[src/rtl/trim_pkg.sv]
// ----------------------------------------------------------------------------
// trim_pkg
// Shared types and constants of the tensor reverse index map unit.
// ----------------------------------------------------------------------------
package trim_pkg;

  localparam int MAX_DIMS    = 8;
  localparam int INDEX_BITS  = 24;
  localparam int OFS_BITS    = INDEX_BITS + 3;
  localparam int SIZE_BITS   = 16;
  // strides are held saturated at 2^INDEX_BITS, one bit above the index range
  localparam int STRIDE_BITS = INDEX_BITS + 1;
  localparam int DIM_BITS    = $clog2(MAX_DIMS);
  // quotient bits resolved per divide stage
  localparam int DIV_STEP    = 4;
  localparam int DIV_STAGES  = SIZE_BITS / DIV_STEP;

  localparam logic [STRIDE_BITS-1:0] STRIDE_CAP = STRIDE_BITS'(1) << INDEX_BITS;

  // register indexes
  localparam logic [2:0] REG_DIM_COUNT = 3'd0;
  localparam logic [2:0] REG_REV_MASK  = 3'd1;
  localparam logic [2:0] REG_SIZES_LO  = 3'd2;
  localparam logic [2:0] REG_SIZES_HI  = 3'd3;
  localparam logic [2:0] REG_ELEM_BYTES = 3'd4;

  // per-dimension settings derived from the registers
  // stride is saturated for the divide, mod_stride wraps at the index width
  typedef struct packed {
    logic [STRIDE_BITS-1:0] stride;
    logic [INDEX_BITS-1:0]  mod_stride;
    logic [SIZE_BITS-1:0]   size;
    logic                   mirror;
  } dim_cfg_t;

  // one index in flight
  typedef struct packed {
    logic                  valid;
    logic                  oor;
    logic [INDEX_BITS-1:0] idx;
    logic [INDEX_BITS-1:0] rem;
    logic [INDEX_BITS-1:0] acc;
  } item_t;

endpackage

[src/rtl/trim_dim.sv]
// ----------------------------------------------------------------------------
// trim_dim
// One dimension: pipelined restoring divide of the remainder by the stride,
// optional mirror of the coordinate, then stride product and accumulate.
// ----------------------------------------------------------------------------
module trim_dim (
  input  logic               clk,
  input  logic               rst,
  input  logic               adv,
  input  trim_pkg::dim_cfg_t cfg,
  input  trim_pkg::item_t    in_item,
  output trim_pkg::item_t    out_item
);

  localparam int NS = trim_pkg::DIV_STAGES;
  localparam int WW = trim_pkg::STRIDE_BITS + trim_pkg::SIZE_BITS;
  localparam int PW = trim_pkg::INDEX_BITS + trim_pkg::SIZE_BITS;

  trim_pkg::item_t              pipe [NS+2];
  trim_pkg::item_t              div_in [NS];
  trim_pkg::item_t              div_out [NS];
  trim_pkg::item_t              acc_item;
  logic [trim_pkg::SIZE_BITS-1:0] quo [NS];
  logic [trim_pkg::SIZE_BITS-1:0] q_in [NS];
  logic [trim_pkg::SIZE_BITS-1:0] q_out [NS];
  logic [trim_pkg::SIZE_BITS-1:0] coord;
  logic [trim_pkg::INDEX_BITS-1:0] prod;
  logic [PW-1:0] prod_full;

  // divide stages, DIV_STEP quotient bits each
  for (genvar s = 0; s < NS; s++) begin : g_div
    if (s == 0) begin : g_first
      assign div_in[s] = in_item;
      assign q_in[s]   = '0;
    end else begin : g_rest
      assign div_in[s] = pipe[s-1];
      assign q_in[s]   = quo[s-1];
    end

    always_comb begin
      logic [WW-1:0] sh;
      int            j;
      div_out[s] = div_in[s];
      q_out[s]   = q_in[s];
      for (int k = 0; k < trim_pkg::DIV_STEP; k++) begin
        j  = trim_pkg::SIZE_BITS - 1 - trim_pkg::DIV_STEP * s - k;
        sh = WW'(cfg.stride) << j;
        if (WW'(div_out[s].rem) >= sh) begin
          div_out[s].rem = div_out[s].rem - sh[trim_pkg::INDEX_BITS-1:0];
          q_out[s][j]    = 1'b1;
        end
      end
    end

    always_ff @(posedge clk) begin
      if (rst) begin
        pipe[s] <= '0;
      end else if (adv) begin
        pipe[s] <= div_out[s];
        quo[s]  <= q_out[s];
      end
    end
  end

  // mirror and scale by the wrapped row-major stride
  assign coord     = cfg.mirror ? (cfg.size - 16'd1 - quo[NS-1]) : quo[NS-1];
  assign prod_full = PW'(coord) * PW'(cfg.mod_stride);

  always_ff @(posedge clk) begin
    if (rst) begin
      pipe[NS] <= '0;
    end else if (adv) begin
      pipe[NS] <= pipe[NS-1];
      prod     <= prod_full[trim_pkg::INDEX_BITS-1:0];
    end
  end

  // accumulate source index
  always_comb begin
    acc_item     = pipe[NS];
    acc_item.acc = pipe[NS].acc + prod;
  end

  always_ff @(posedge clk) begin
    if (rst) begin
      pipe[NS+1] <= '0;
    end else if (adv) begin
      pipe[NS+1] <= acc_item;
    end
  end

  assign out_item = pipe[NS+1];

endmodule

[config.mk]
export PLATFORM = sky130hd
export DESIGN_NAME = trim_dim
export DESIGN_NICKNAME = d
export VERILOG_FILES = /design/src/rtl/trim_pkg.sv /design/src/rtl/trim_dim.sv
export SDC_FILE = /design/constraint.sdc
export NUM_CORES = 2
export LEC_CHECK = 0
export BUFFER_PORTS_ARGS = -buffer_cell sky130_fd_sc_hd__buf_2
export CAP_MARGIN = 20
export CORE_MARGIN = 1.5
export CORE_UTILIZATION = 55
export DETAILED_ROUTE_END_ITERATION = 7
export GPL_ROUTABILITY_DRIVEN = 0
export PLACE_DENSITY = 0.81
export SKIP_CTS_REPAIR_TIMING = 1
export SLEW_MARGIN = 20
export SYNTH_ARGS = -nofsm -noshare
export SYNTH_HDL_FRONTEND = slang
export SYNTH_SLANG_ARGS = --single-unit
export TNS_END_PERCENT = 50
[constraint.sdc]
create_clock -name clk -period 30.1 [get_ports clk]
set_clock_uncertainty 0.1 [all_clocks]
set_input_delay 6.02 -clock clk [delete_from_list [all_inputs] [get_ports clk]]
set_output_delay 6.02 -clock clk [all_outputs]
set_load 0.01 [all_outputs]
==> run summary <==
The tightest min-delay check is of the flip-flop to flip-flop type. The number of buffer and inverter instances along the worst setup path came out at 8. The post-route DRC violation count came out at 0. The global-route usage over all layers came out at 0.250. The logic gate share of total power is 0.591. The area of all placed cells without fillers came out at 46100 um^2. The relative slew slack is 0.244. The internal portion of the total power is 2.30 mW. The max-capacitance violation count came out at 0. Setup repair after global routing left no endpoint under its margin.

Of all cell types, the one taking the most synthesized area is edfxtp_1. The die boundary width came out at 280 um. The pin count of the biggest net entering global routing is 271.

The final max-slew violation count came out at 0. At the worst endpoint, the required time is 30.45 ns. The critical path capture point type is a flip-flop. During I/O placement, the number of pins put on the boundary was 217. The leakage power of the design came out at 20.7 nW. Summing every instance area after synthesis gives 42200 um^2.

In this design, the largest share of critical-path delay is due to compound AO/OA/AOI/OAI gates. The flow ran to the end, and the final reports show no timing, DRC or antenna violations. At the worst endpoint, the arrival time is 19.61 ns. The sequential-to-total area share from yosys stat is 0.362. In the synthesized netlist the dominant register cell turns out to be edfxtp_1. By startpoint and endpoint, the worst setup path is classified as input port to flip-flop. The switching part of the total power came out at 0.409.

Global routing finished with a remaining overflow of 0. The worst register-to-register path has a depth of 51. For this block, the via count after detailed routing is 31100. The ratio of routed vias to standard cells came out at 5.72. The number of buffers added by the clock tree synthesis step came out at 52. The number of sinks driven by the clock tree came out at 508. The slew of the pin with the lowest slew margin came out at 1.13 ns. The worst IR drop on VDD is 185 uV.

The post-synthesis area per instance is 10.1 um^2. The wire length of the first global-routing pass came out at 156000 um. TritonCTS built the clock tree. The via count of the first global-routing pass is 30300. The area of the core is 75900 um^2. Among all cell types in the netlist, the one instantiated most often is edfxtp_1. The cell with the largest stage delay on the worst path is o41ai_2.

The total of buffers placed on input and output ports is 216. The power share of the sequential group is 0.245. The initial antenna violation count is 6. The synthesized netlist net count is 4897. The critical path crosses 54 cells after its start point. The top achievable clock speed came out at 51.9 MHz.

Clock-pin slew was measured on the worst setup and hold paths at 0.06 ns. The cell depth of the worst hold path is 0. The average wire per standard cell is 18.0 um. The commonest cells after synthesis are edfxtp_1 (508), inv_1 (444), and2_1 (404). The share of the cycle needed by the critical path after routing came out at 0.640. The share of post-route cells with drive strength above 1 came out at 0.118.

The post-detailed-placement half-perimeter wirelength is 72800 um. The detailed-routing iteration count for the pre-antenna-repair pass is 6. The placed cell area is 44400 um^2. The top fanout value on the critical path is 29. Setup violations remaining at the end of the flow were counted as 0. Dividing total power by cell area gives a power density of 84.5 nW/um^2.

The layout-stage area growth over the synthesis result is 9.25%. For flop-to-flop paths, the worst setup slack is 16.63 ns. For this configuration, the core starts out at a cell density of 0.555. The chip height is 280 um. Summed over all failing endpoints, the final setup total negative slack is 0 ns.

The H-tree was split into 2 levels. The time the worst path needs with I/O delays and setup came out at 19.26 ns. The gate count of the mapped netlist is 4185. The fraction of synthesis flops using an asynchronous set or reset pin came out at 0. The total count of hold-check failures in the final report is 0. The maximum number of buffers from clock root to sink came out at 3. The insertion delay of the later-clocked pin in the worst-skew pair is 0.62 ns. The sort of element at the start of the critical path is an input port. The register bit count reported by yosys is 508. The tree is rooted in a clkbuf_16. The net count of the finished layout is 5083. Yosys printed 0 warnings. In the post-synthesis netlist, the biggest area contributors are edfxtp_1 (36%), ha_1 (11%), fa_1 (10%), and2_1 (6.0%), inv_1 (4.0%). The total detailed-routing wirelength is 97800 um. The number of DRC violations after detailed-routing iteration 0 is 2603. The area share of the largest cell type after synthesis came out at 0.362. On the worst path, the slowest cell contributes a delay of 0.61 ns. The net switching power figure is 1.59 mW. The number of rows created at floorplan came out at 101. The distinct cell type count after synthesis came out at 93. The die covers 78300 um^2. The power share of the clock group is 0.164. Among the stages of the critical path, the cell type that occurs most often is o21ai_0. The count of nets left with antenna violations after detail routing is 0. The number of enable flip-flop cells after synthesis is 508.
## power by group through the flow
| stage | Sequential, mW | Combinational [mW] | Clock (mW) |
|---|---|---|---|
| 2_1_floorplan | 0.974 | 1.69 | 0 |
| 3_3_place_gp | 0.968 | 2.22 | 0 |
| 3_5_place_dp | 0.970 | 2.27 | 0 |
| 4_1_cts | 0.956 | 2.30 | 0.654 |
| 5_1_grt | 0.961 | 2.54 | 0.678 |
| 6_report | 0.955 | 2.30 | 0.638 |
## metrics by stage
step | hold slack, ns | power (mW) | util | instances | setup slack (ns)
after global routing | 0.315 | 4.18 | 0.607 | 5442 | 9.82
after floorplan | 0.300 | 2.67 | - | 4185 | 12.79
final | 0.314 | 3.89 | 0.607 | 5442 | 10.84
after detailed placement | 0.305 | 3.24 | 0.584 | 5347 | 10.63
after CTS | 0.310 | 3.91 | 0.606 | 5439 | 11.14
after global placement | 0.303 | 3.19 | 0.584 | 5347 | 11.13
## per-layer routing
metal  part of all wire  track usage  wire length, um
met1               0.41        0.330            40600
met2               0.47        0.415            46100
met3              0.082       0.0474             8020
met4              0.032       0.0832             3120
met5            0.00037            0               36
## registers in the layout (all words and copies together) (netlist names)
| register | flops |
|---|---|
| quo | 40 |
| pipe | 444 |
| prod | 24 |
## final timing paths
check                    from           to
setup / recovery      cfg[42]  pipe[3][40]
hold / removal      quo[2][4]    quo[3][4]
setup reg to reg  pipe[2][28]  pipe[3][40]
hold reg to reg     quo[2][4]    quo[3][4]
## cells in the final DEF, fill, tap and decap left out, drive strengths merged, types with 72 or more instances in the layout
cell,netlist,routed
edfxtp,508,508
o21ai,186,186
ha,359,359
buf,30,259
a21o,89,89
nand2,347,347
mux2,127,127
a21oi,188,188
nor2b,72,72
inv,448,451
and2,404,404
xnor2,153,153
fa,210,210
nor2,252,252
## layout make-up
class                           count  area, um^2
Clock buffer                       57        1320
Timing Repair Buffer              259        1420
Tap cell                         1030        1290
Clock inverter                     35         355
Inverter                          448        1690
Fill cell                        6123       29900
Multi-Input combinational cell   3102       24700
Antenna cell                        3        7.51
Sequential cell                   508       15300
## logic make-up after synthesis
group / count (synthesis) / synth area share
AO/OA/AOI/OAI: 754 / 0.117
adder cells (fa/ha/maj): 569 / 0.206
multiplexers: 165 / 0.0446
buffers and inverters: 575 / 0.0528
AND/OR/NAND/NOR: 1387 / 0.170
flip-flops: 508 / 0.362
XOR/XNOR: 227 / 0.0483
## worst reg2reg max path, delay by kind of cell, from the launching register on
family	cells	cell delay (ns)
AOI/OAI and AO/OA	35	7.58
adders and majority gates	4	1.35
buffers and inverters	5	1.59
DFF	1	0.41
muxes	3	1.15
and+or+nand+nor	4	1.11
No activity file was read; power rests on OpenSTA's default activity.
