==> src/rtl/trim_pkg.sv <==
// ----------------------------------------------------------------------------
// trim_pkg
// Shared types and constants of the tensor reverse index map unit.
// ----------------------------------------------------------------------------
package trim_pkg;

  localparam int MAX_DIMS    = 8;
  localparam int INDEX_BITS  = 24;
  localparam int OFS_BITS    = INDEX_BITS + 3;
  localparam int SIZE_BITS   = 16;
  // strides are held saturated at 2^INDEX_BITS, one bit above the index range
  localparam int STRIDE_BITS = INDEX_BITS + 1;
  localparam int DIM_BITS    = $clog2(MAX_DIMS);
  // quotient bits resolved per divide stage
  localparam int DIV_STEP    = 4;
  localparam int DIV_STAGES  = SIZE_BITS / DIV_STEP;

  localparam logic [STRIDE_BITS-1:0] STRIDE_CAP = STRIDE_BITS'(1) << INDEX_BITS;

  // register indexes
  localparam logic [2:0] REG_DIM_COUNT = 3'd0;
  localparam logic [2:0] REG_REV_MASK  = 3'd1;
  localparam logic [2:0] REG_SIZES_LO  = 3'd2;
  localparam logic [2:0] REG_SIZES_HI  = 3'd3;
  localparam logic [2:0] REG_ELEM_BYTES = 3'd4;

  // per-dimension settings derived from the registers
  // stride is saturated for the divide, mod_stride wraps at the index width
  typedef struct packed {
    logic [STRIDE_BITS-1:0] stride;
    logic [INDEX_BITS-1:0]  mod_stride;
    logic [SIZE_BITS-1:0]   size;
    logic                   mirror;
  } dim_cfg_t;

  // one index in flight
  typedef struct packed {
    logic                  valid;
    logic                  oor;
    logic [INDEX_BITS-1:0] idx;
    logic [INDEX_BITS-1:0] rem;
    logic [INDEX_BITS-1:0] acc;
  } item_t;

endpackage

==> src/rtl/trim_cfg.sv <==
// ----------------------------------------------------------------------------
// trim_cfg
// Register file and stride sequencer: after a write, walks the dimensions
// from innermost to outermost, one saturating multiply per cycle.
// ----------------------------------------------------------------------------
module trim_cfg (
  input  logic                                  clk,
  input  logic                                  rst,
  input  logic                                  psel,
  input  logic                                  penable,
  input  logic                                  pwrite,
  input  logic [5:0]                            paddr,
  input  logic [63:0]                           pwdata,
  output logic [63:0]                           prdata,
  output logic                                  pready,
  output trim_pkg::dim_cfg_t [trim_pkg::MAX_DIMS-1:0] dims,
  output logic [trim_pkg::STRIDE_BITS-1:0]      total,
  output logic [3:0]                            elem_bytes,
  output logic                                  busy
);

  localparam int PW = trim_pkg::STRIDE_BITS + trim_pkg::SIZE_BITS;

  logic [3:0]  dim_count;
  logic [7:0]  rev_mask;
  logic [63:0] sizes_lo;
  logic [63:0] sizes_hi;
  logic [2:0]  reg_idx;
  logic        wr;

  logic [3:0]                         cnt;
  logic [trim_pkg::DIM_BITS-1:0]      d;
  logic [3:0]                         n;
  logic [trim_pkg::STRIDE_BITS-1:0]   run;
  logic [trim_pkg::STRIDE_BITS-1:0]   run_next;
  logic [trim_pkg::INDEX_BITS-1:0]    run_mod;
  logic [trim_pkg::INDEX_BITS-1:0]    run_mod_next;
  logic [PW-1:0]                      prod;
  logic [trim_pkg::SIZE_BITS-1:0]     size_d;
  logic [trim_pkg::STRIDE_BITS-1:0]   stride [trim_pkg::MAX_DIMS];
  logic [trim_pkg::INDEX_BITS-1:0]    mod_stride [trim_pkg::MAX_DIMS];
  logic [trim_pkg::MAX_DIMS-1:0]      mirror;

  assign pready  = 1'b1;
  assign reg_idx = paddr[5:3];
  assign wr      = psel && penable && pwrite;

  // register writes
  always_ff @(posedge clk) begin
    if (rst) begin
      dim_count  <= '0;
      rev_mask   <= '0;
      sizes_lo   <= 64'h0001_0001_0001_0001;
      sizes_hi   <= 64'h0001_0001_0001_0001;
      elem_bytes <= 4'd1;
    end else if (wr) begin
      unique case (reg_idx)
        trim_pkg::REG_DIM_COUNT:  dim_count  <= pwdata[3:0];
        trim_pkg::REG_REV_MASK:   rev_mask   <= pwdata[7:0];
        trim_pkg::REG_SIZES_LO:   sizes_lo   <= pwdata;
        trim_pkg::REG_SIZES_HI:   sizes_hi   <= pwdata;
        trim_pkg::REG_ELEM_BYTES: elem_bytes <= pwdata[3:0];
        default: ;
      endcase
    end
  end

  // register reads
  always_comb begin
    unique case (reg_idx)
      trim_pkg::REG_DIM_COUNT:  prdata = {60'd0, dim_count};
      trim_pkg::REG_REV_MASK:   prdata = {56'd0, rev_mask};
      trim_pkg::REG_SIZES_LO:   prdata = sizes_lo;
      trim_pkg::REG_SIZES_HI:   prdata = sizes_hi;
      trim_pkg::REG_ELEM_BYTES: prdata = {60'd0, elem_bytes};
      default:                  prdata = '0;
    endcase
  end

  // sequencer step: dimension under work and its saturated product
  assign n    = (dim_count > 4'(trim_pkg::MAX_DIMS)) ? 4'(trim_pkg::MAX_DIMS) : dim_count;
  assign d    = trim_pkg::DIM_BITS'(cnt - 4'd1);
  assign busy = (cnt != 4'd0);

  always_comb begin
    if (d[2]) size_d = sizes_hi[16*d[1:0] +: 16];
    else      size_d = sizes_lo[16*d[1:0] +: 16];
  end

  assign prod     = PW'(run) * PW'(size_d);
  assign run_next = (prod > PW'(trim_pkg::STRIDE_CAP))
                    ? trim_pkg::STRIDE_CAP : prod[trim_pkg::STRIDE_BITS-1:0];
  // wrapped stride product for the source index sum
  assign run_mod_next = run_mod * trim_pkg::INDEX_BITS'(size_d);

  always_ff @(posedge clk) begin
    if (rst) begin
      cnt     <= '0;
      run     <= trim_pkg::STRIDE_BITS'(1);
      run_mod <= trim_pkg::INDEX_BITS'(1);
      mirror  <= '0;
      for (int i = 0; i < trim_pkg::MAX_DIMS; i++) begin
        stride[i]     <= trim_pkg::STRIDE_CAP;
        mod_stride[i] <= '0;
      end
    end else if (wr) begin
      cnt     <= 4'(trim_pkg::MAX_DIMS);
      run     <= trim_pkg::STRIDE_BITS'(1);
      run_mod <= trim_pkg::INDEX_BITS'(1);
    end else if (busy) begin
      cnt <= cnt - 4'd1;
      if (4'(d) < n) begin
        stride[d]     <= run;
        mod_stride[d] <= run_mod;
        mirror[d]     <= rev_mask[d];
        run           <= run_next;
        run_mod       <= run_mod_next;
      end else begin
        stride[d]     <= trim_pkg::STRIDE_CAP;
        mod_stride[d] <= '0;
        mirror[d]     <= 1'b0;
      end
    end
  end

  assign total = run;

  // per-dimension settings out
  always_comb begin
    for (int i = 0; i < trim_pkg::MAX_DIMS; i++) begin
      dims[i].stride     = stride[i];
      dims[i].mod_stride = mod_stride[i];
      dims[i].mirror     = mirror[i];
      dims[i].size       = (i < 4) ? sizes_lo[16*(i%4) +: 16] : sizes_hi[16*(i%4) +: 16];
    end
  end

endmodule

==> config.mk <==
export PLATFORM = sky130hd
export DESIGN_NAME = trim_cfg
export DESIGN_NICKNAME = d
export VERILOG_FILES = /design/src/rtl/trim_pkg.sv /design/src/rtl/trim_cfg.sv
export SDC_FILE = /design/constraint.sdc
export NUM_CORES = 2
export LEC_CHECK = 0
export BUFFER_PORTS_ARGS = -buffer_cell sky130_fd_sc_hd__buf_4
export CORE_ASPECT_RATIO = 0.75
export CORE_MARGIN = 3
export CORE_UTILIZATION = 34
export CTS_CLUSTER_DIAMETER = 120
export DETAILED_ROUTE_END_ITERATION = 8
export PLACE_DENSITY = 0.56
export REMOVE_ABC_BUFFERS = 1
export SLEW_MARGIN = 20
export SYNTH_ARGS = -nofsm -noshare
export SYNTH_HDL_FRONTEND = slang
export SYNTH_SLANG_ARGS = --single-unit
==> constraint.sdc <==
create_clock -name clk -period 24.4 [get_ports clk]
set_input_delay 4.88 -clock clk [delete_from_list [all_inputs] [get_ports clk]]
set_output_delay 4.88 -clock clk [all_outputs]
set_load 0.02 [all_outputs]
==> impl_metrics.py <==
metrics = {
    "status": {
        "run_status": "complete, no violations",
    },
    "die": {
        "row_count": 113,
        "floorplan.io_pins": 698,
        "floorplan.die_area_mm2": 0.134,
        "start_util": 0.345,
        "core_region_area_mm2": 0.128,
        "die_w_um": 422,
        "die-height_um": 318,
    },
    "sta": {
        "setup_total_negative_slack_ns": 0,
        "drv_slew": 0,
        "timing.fmax_ghz": 0.0869,
        "tightest_slew_ns": 1.15,
        "slew-limit-headroom": 0.235,
        "hold_ws_ns": 0.454,
        "post_layout_minimum_cycle_time_ns": 11.51,
        "ratio_of_final_minimum_period_to_clock_period": 0.472,
        "setup_repair_after_global_routing_missed_its_margin": "no",
        "finalHoldViolations": 0,
        "final-setup-viol-count": 0,
        "skew_ns": 0.0285,
    },
    "global_routing": {
        "initial_antenna_violation_count": 12,
        "number_of_global_route_vias_before_repair": 33763,
        "grt_first_pass_wirelength_um": 228000,
        "grt_overflow_total": 0,
        "gr-usage-all-layers": 0.226,
        "grt_max_degree": 93,
    },
    "finish": {
        "drive_gt1_frac": 0.196,
        "layout.nets": 5668,
        "flow.area_growth_from_synthesis_pct": 21.3,
        "num-fill-cells": 12421,
        "fin_util": 0.419,
    },
    "clocking": {
        "cts_setup_buffers": 0,
        "cts_inserted_buffers": 69,
        "tritoncts": "yes",
        "cts.root.buffer_cell": "sky130_fd_sc_hd__clkbuf_16",
        "cts-resized-gates": 0,
        "cts.hold.buffers_added": 0,
        "cts.htree.levels": 3,
        "cts.sinks": 597,
        "worstSkewPairLatency_ns": 0.68,
        "worst_setup_hold_path_clk_slew_ns": 0.06,
        "cts.path.max_buffers": 3,
    },
    "detailed_routing": {
        "wire_per_inst_um": 22.7,
        "firstDrtPassIters": 5,
        "drcViolationCount": 0,
        "detail-route-antenna-nets": 0,
        "detailedRoute.firstIterationViolations": 2758,
        "dr_total_vias": 33121,
        "routed_via_density": 4.95,
        "routed_wirelength_um": 152000,
    },
    "critical_path": {
        "critical_path.startpoint_type": "input port",
        "cp_common_cell": "sky130_fd_sc_hd__buf_4",
        "critPathArrivalTime_ns": 6.63,
        "cp_num_buf_inv": 2,
        "setup_crit_end_kind": "output pin",
        "cp_slowest_stage_delay_ns": 0.65,
        "cp.required_ns": 19.52,
        "cpMaxStageDelayCell": "sky130_fd_sc_hd__and2_4",
        "path_delay_family": "simple AND/OR/NAND/NOR gates",
        "criticalPathCategory": "in -> out",
        "crit_chain": "buf_4 > nor2b_1 > and2_4 > a22o_1 > buf_4",
        "worst-path-max-fanout": 57,
    },
    "yosys": {
        "synth_largest_area_cell": "sky130_fd_sc_hd__edfxtp_1",
        "yosysWarningCount": 0,
        "ys_seq_elements": 597,
        "post_synth_instance_area_mm2": 0.0441,
        "synth-async-reset-ratio": 0,
        "synth.most_common_cell": "sky130_fd_sc_hd__nand2_1",
        "synth-edff-count": 392,
        "postSynth.topFlopCell": "sky130_fd_sc_hd__edfxtp_1",
        "synth_top_area_share": 0.267,
        "synth.lib_cells_used.distinct": 67,
        "synth_area_leaders": "sky130_fd_sc_hd__edfxtp_1 27%, sky130_fd_sc_hd__fa_1 23%, sky130_fd_sc_hd__dfxtp_1 9.3%",
        "seq_area_frac_synth": 0.360,
        "syn_area_per_cell_um2": 10.2,
        "synth_common_cells": "812 x sky130_fd_sc_hd__nand2_1, 607 x sky130_fd_sc_hd__inv_1, 597 x sky130_fd_sc_hd__and2_1",
        "synthesized_instance_count": 4344,
    },
    "place": {
        "hpwl_detailed_um": 104000,
        "gpl.final_weighted_congestion": 0.881,
        "io_buffers": 693,
    },
    "pwr": {
        "power_per_unit_of_standard_cell_area_mw_per_mm2": 60.7,
        "power_leakage_nw": 23.5,
        "ir_worst_vdd_v": 0.0000717,
    },
    "hold_path": {
        "hold_class": "reg -> reg",
    },
    "job": {
        "max-cap-violations": 0,
    },
}
==> sequential cells by signal (all words and copies together) (netlist names) <==
signal and cells:
mod_stride 192, rev_mask 8, mirror 8, cnt 4, stride 200, total 25, sizes_lo 64, dim_count 4
sizes_hi 64, elem_bytes 4, run_mod 24
==> kinds of logic after synthesis <==
logic type | count (synthesis) | share of synthesized area
simple gates | 1589 | 0.175
buf+inv | 889 | 0.0760
fa+ha+maj | 685 | 0.282
flops | 597 | 0.360
compound gates | 432 | 0.0640
mux | 80 | 0.0285
xor+xnor | 71 | 0.0146
other cells | 1 | 0.0000850
==> report_power, final <==
| group | switching (mW) | internal [mW] | total, mW |
|---|---|---|---|
| sequential | 0.0573 | 1.24 | 1.30 |
| clock | 0.462 | 0.630 | 1.09 |
| combinational | 0.597 | 0.260 | 0.857 |
==> area by class of cell <==
type | count | area [um^2] | share of cell area
Multi-Input combinational cell | 2858 | 25000 | 0.468
Sequential cell | 597 | 15900 | 0.297
Timing Repair Buffer | 774 | 5810 | 0.109
Inverter | 608 | 2280 | 0.0426
Tap cell | 1725 | 2160 | 0.0403
Clock buffer | 97 | 1950 | 0.0364
Clock inverter | 29 | 394 | 0.00737
Antenna cell | 3 | 7.51 | 0.000140
==> through the flow <==
step | instance area, um^2 | power, mW | std cells | setup WS, ns
after floorplan | 43000 | 1.72 | 4063 | 10.88
after global placement | 51200 | 2.18 | 6562 | 12.65
after detailed placement | 51200 | 2.19 | 6562 | 12.59
after CTS | 53500 | 3.29 | 6688 | 12.58
after global routing | 53500 | 3.37 | 6690 | 12.78
final | 53500 | 3.25 | 6691 | 12.89
==> routing by layer <==
metal | up-vias | wire length, um | part of all wire | track usage
li1 | 14839 | - | - | -
met1 | 16799 | 68700 | 0.45 | 0.323
met2 | 1315 | 68300 | 0.45 | 0.352
met3 | 160 | 11300 | 0.075 | 0.0429
met4 | 8 | 3730 | 0.025 | 0.0555
met5 | - | 57 | 0.00037 | 0
==> worst reg2reg max path, delay by kind of cell, from the launching register on <==
| family | cells | cell delay [ns] |
|---|---|---|
| DFF | 1 | 0.67 |
| adders and majority gates | 8 | 3.72 |
| AOI/OAI and AO/OA | 5 | 1.61 |
| and+or+nand+nor | 5 | 2.41 |
| xor gates and xnor gates | 1 | 0.14 |
| muxes | 2 | 0.75 |
| buffers and inverters | 8 | 1.48 |
==> placed cells by master (no fill, tap or decap), types with 25 or more instances in the layout <==
cell,netlist,routed
sky130_fd_sc_hd__a21o_1,33,25
sky130_fd_sc_hd__a21oi_1,187,187
sky130_fd_sc_hd__a22o_1,75,75
sky130_fd_sc_hd__and2_1,597,595
sky130_fd_sc_hd__buf_4,1,774
sky130_fd_sc_hd__clkbuf_16,0,72
sky130_fd_sc_hd__dfxtp_1,205,204
sky130_fd_sc_hd__edfxtp_1,392,392
sky130_fd_sc_hd__fa_1,512,512
sky130_fd_sc_hd__ha_1,173,173
sky130_fd_sc_hd__inv_1,607,607
sky130_fd_sc_hd__mux4_2,34,34
sky130_fd_sc_hd__nand2_1,812,809
sky130_fd_sc_hd__nor2_1,71,64
sky130_fd_sc_hd__o21ai_0,36,36
sky130_fd_sc_hd__xnor2_1,50,50
==> path summary, 6_finish.rpt <==
check        startpoint  slack [ns]  cells after the start         end
max            paddr[3]       12.89                      5   prdata[8]
min          run_mod[6]        0.45                      2  run_mod[6]
max reg2reg      cnt[0]       13.54                     29   total[10]
min reg2reg  run_mod[6]        0.45                      2  run_mod[6]
(Power assumes the default switching activity.)
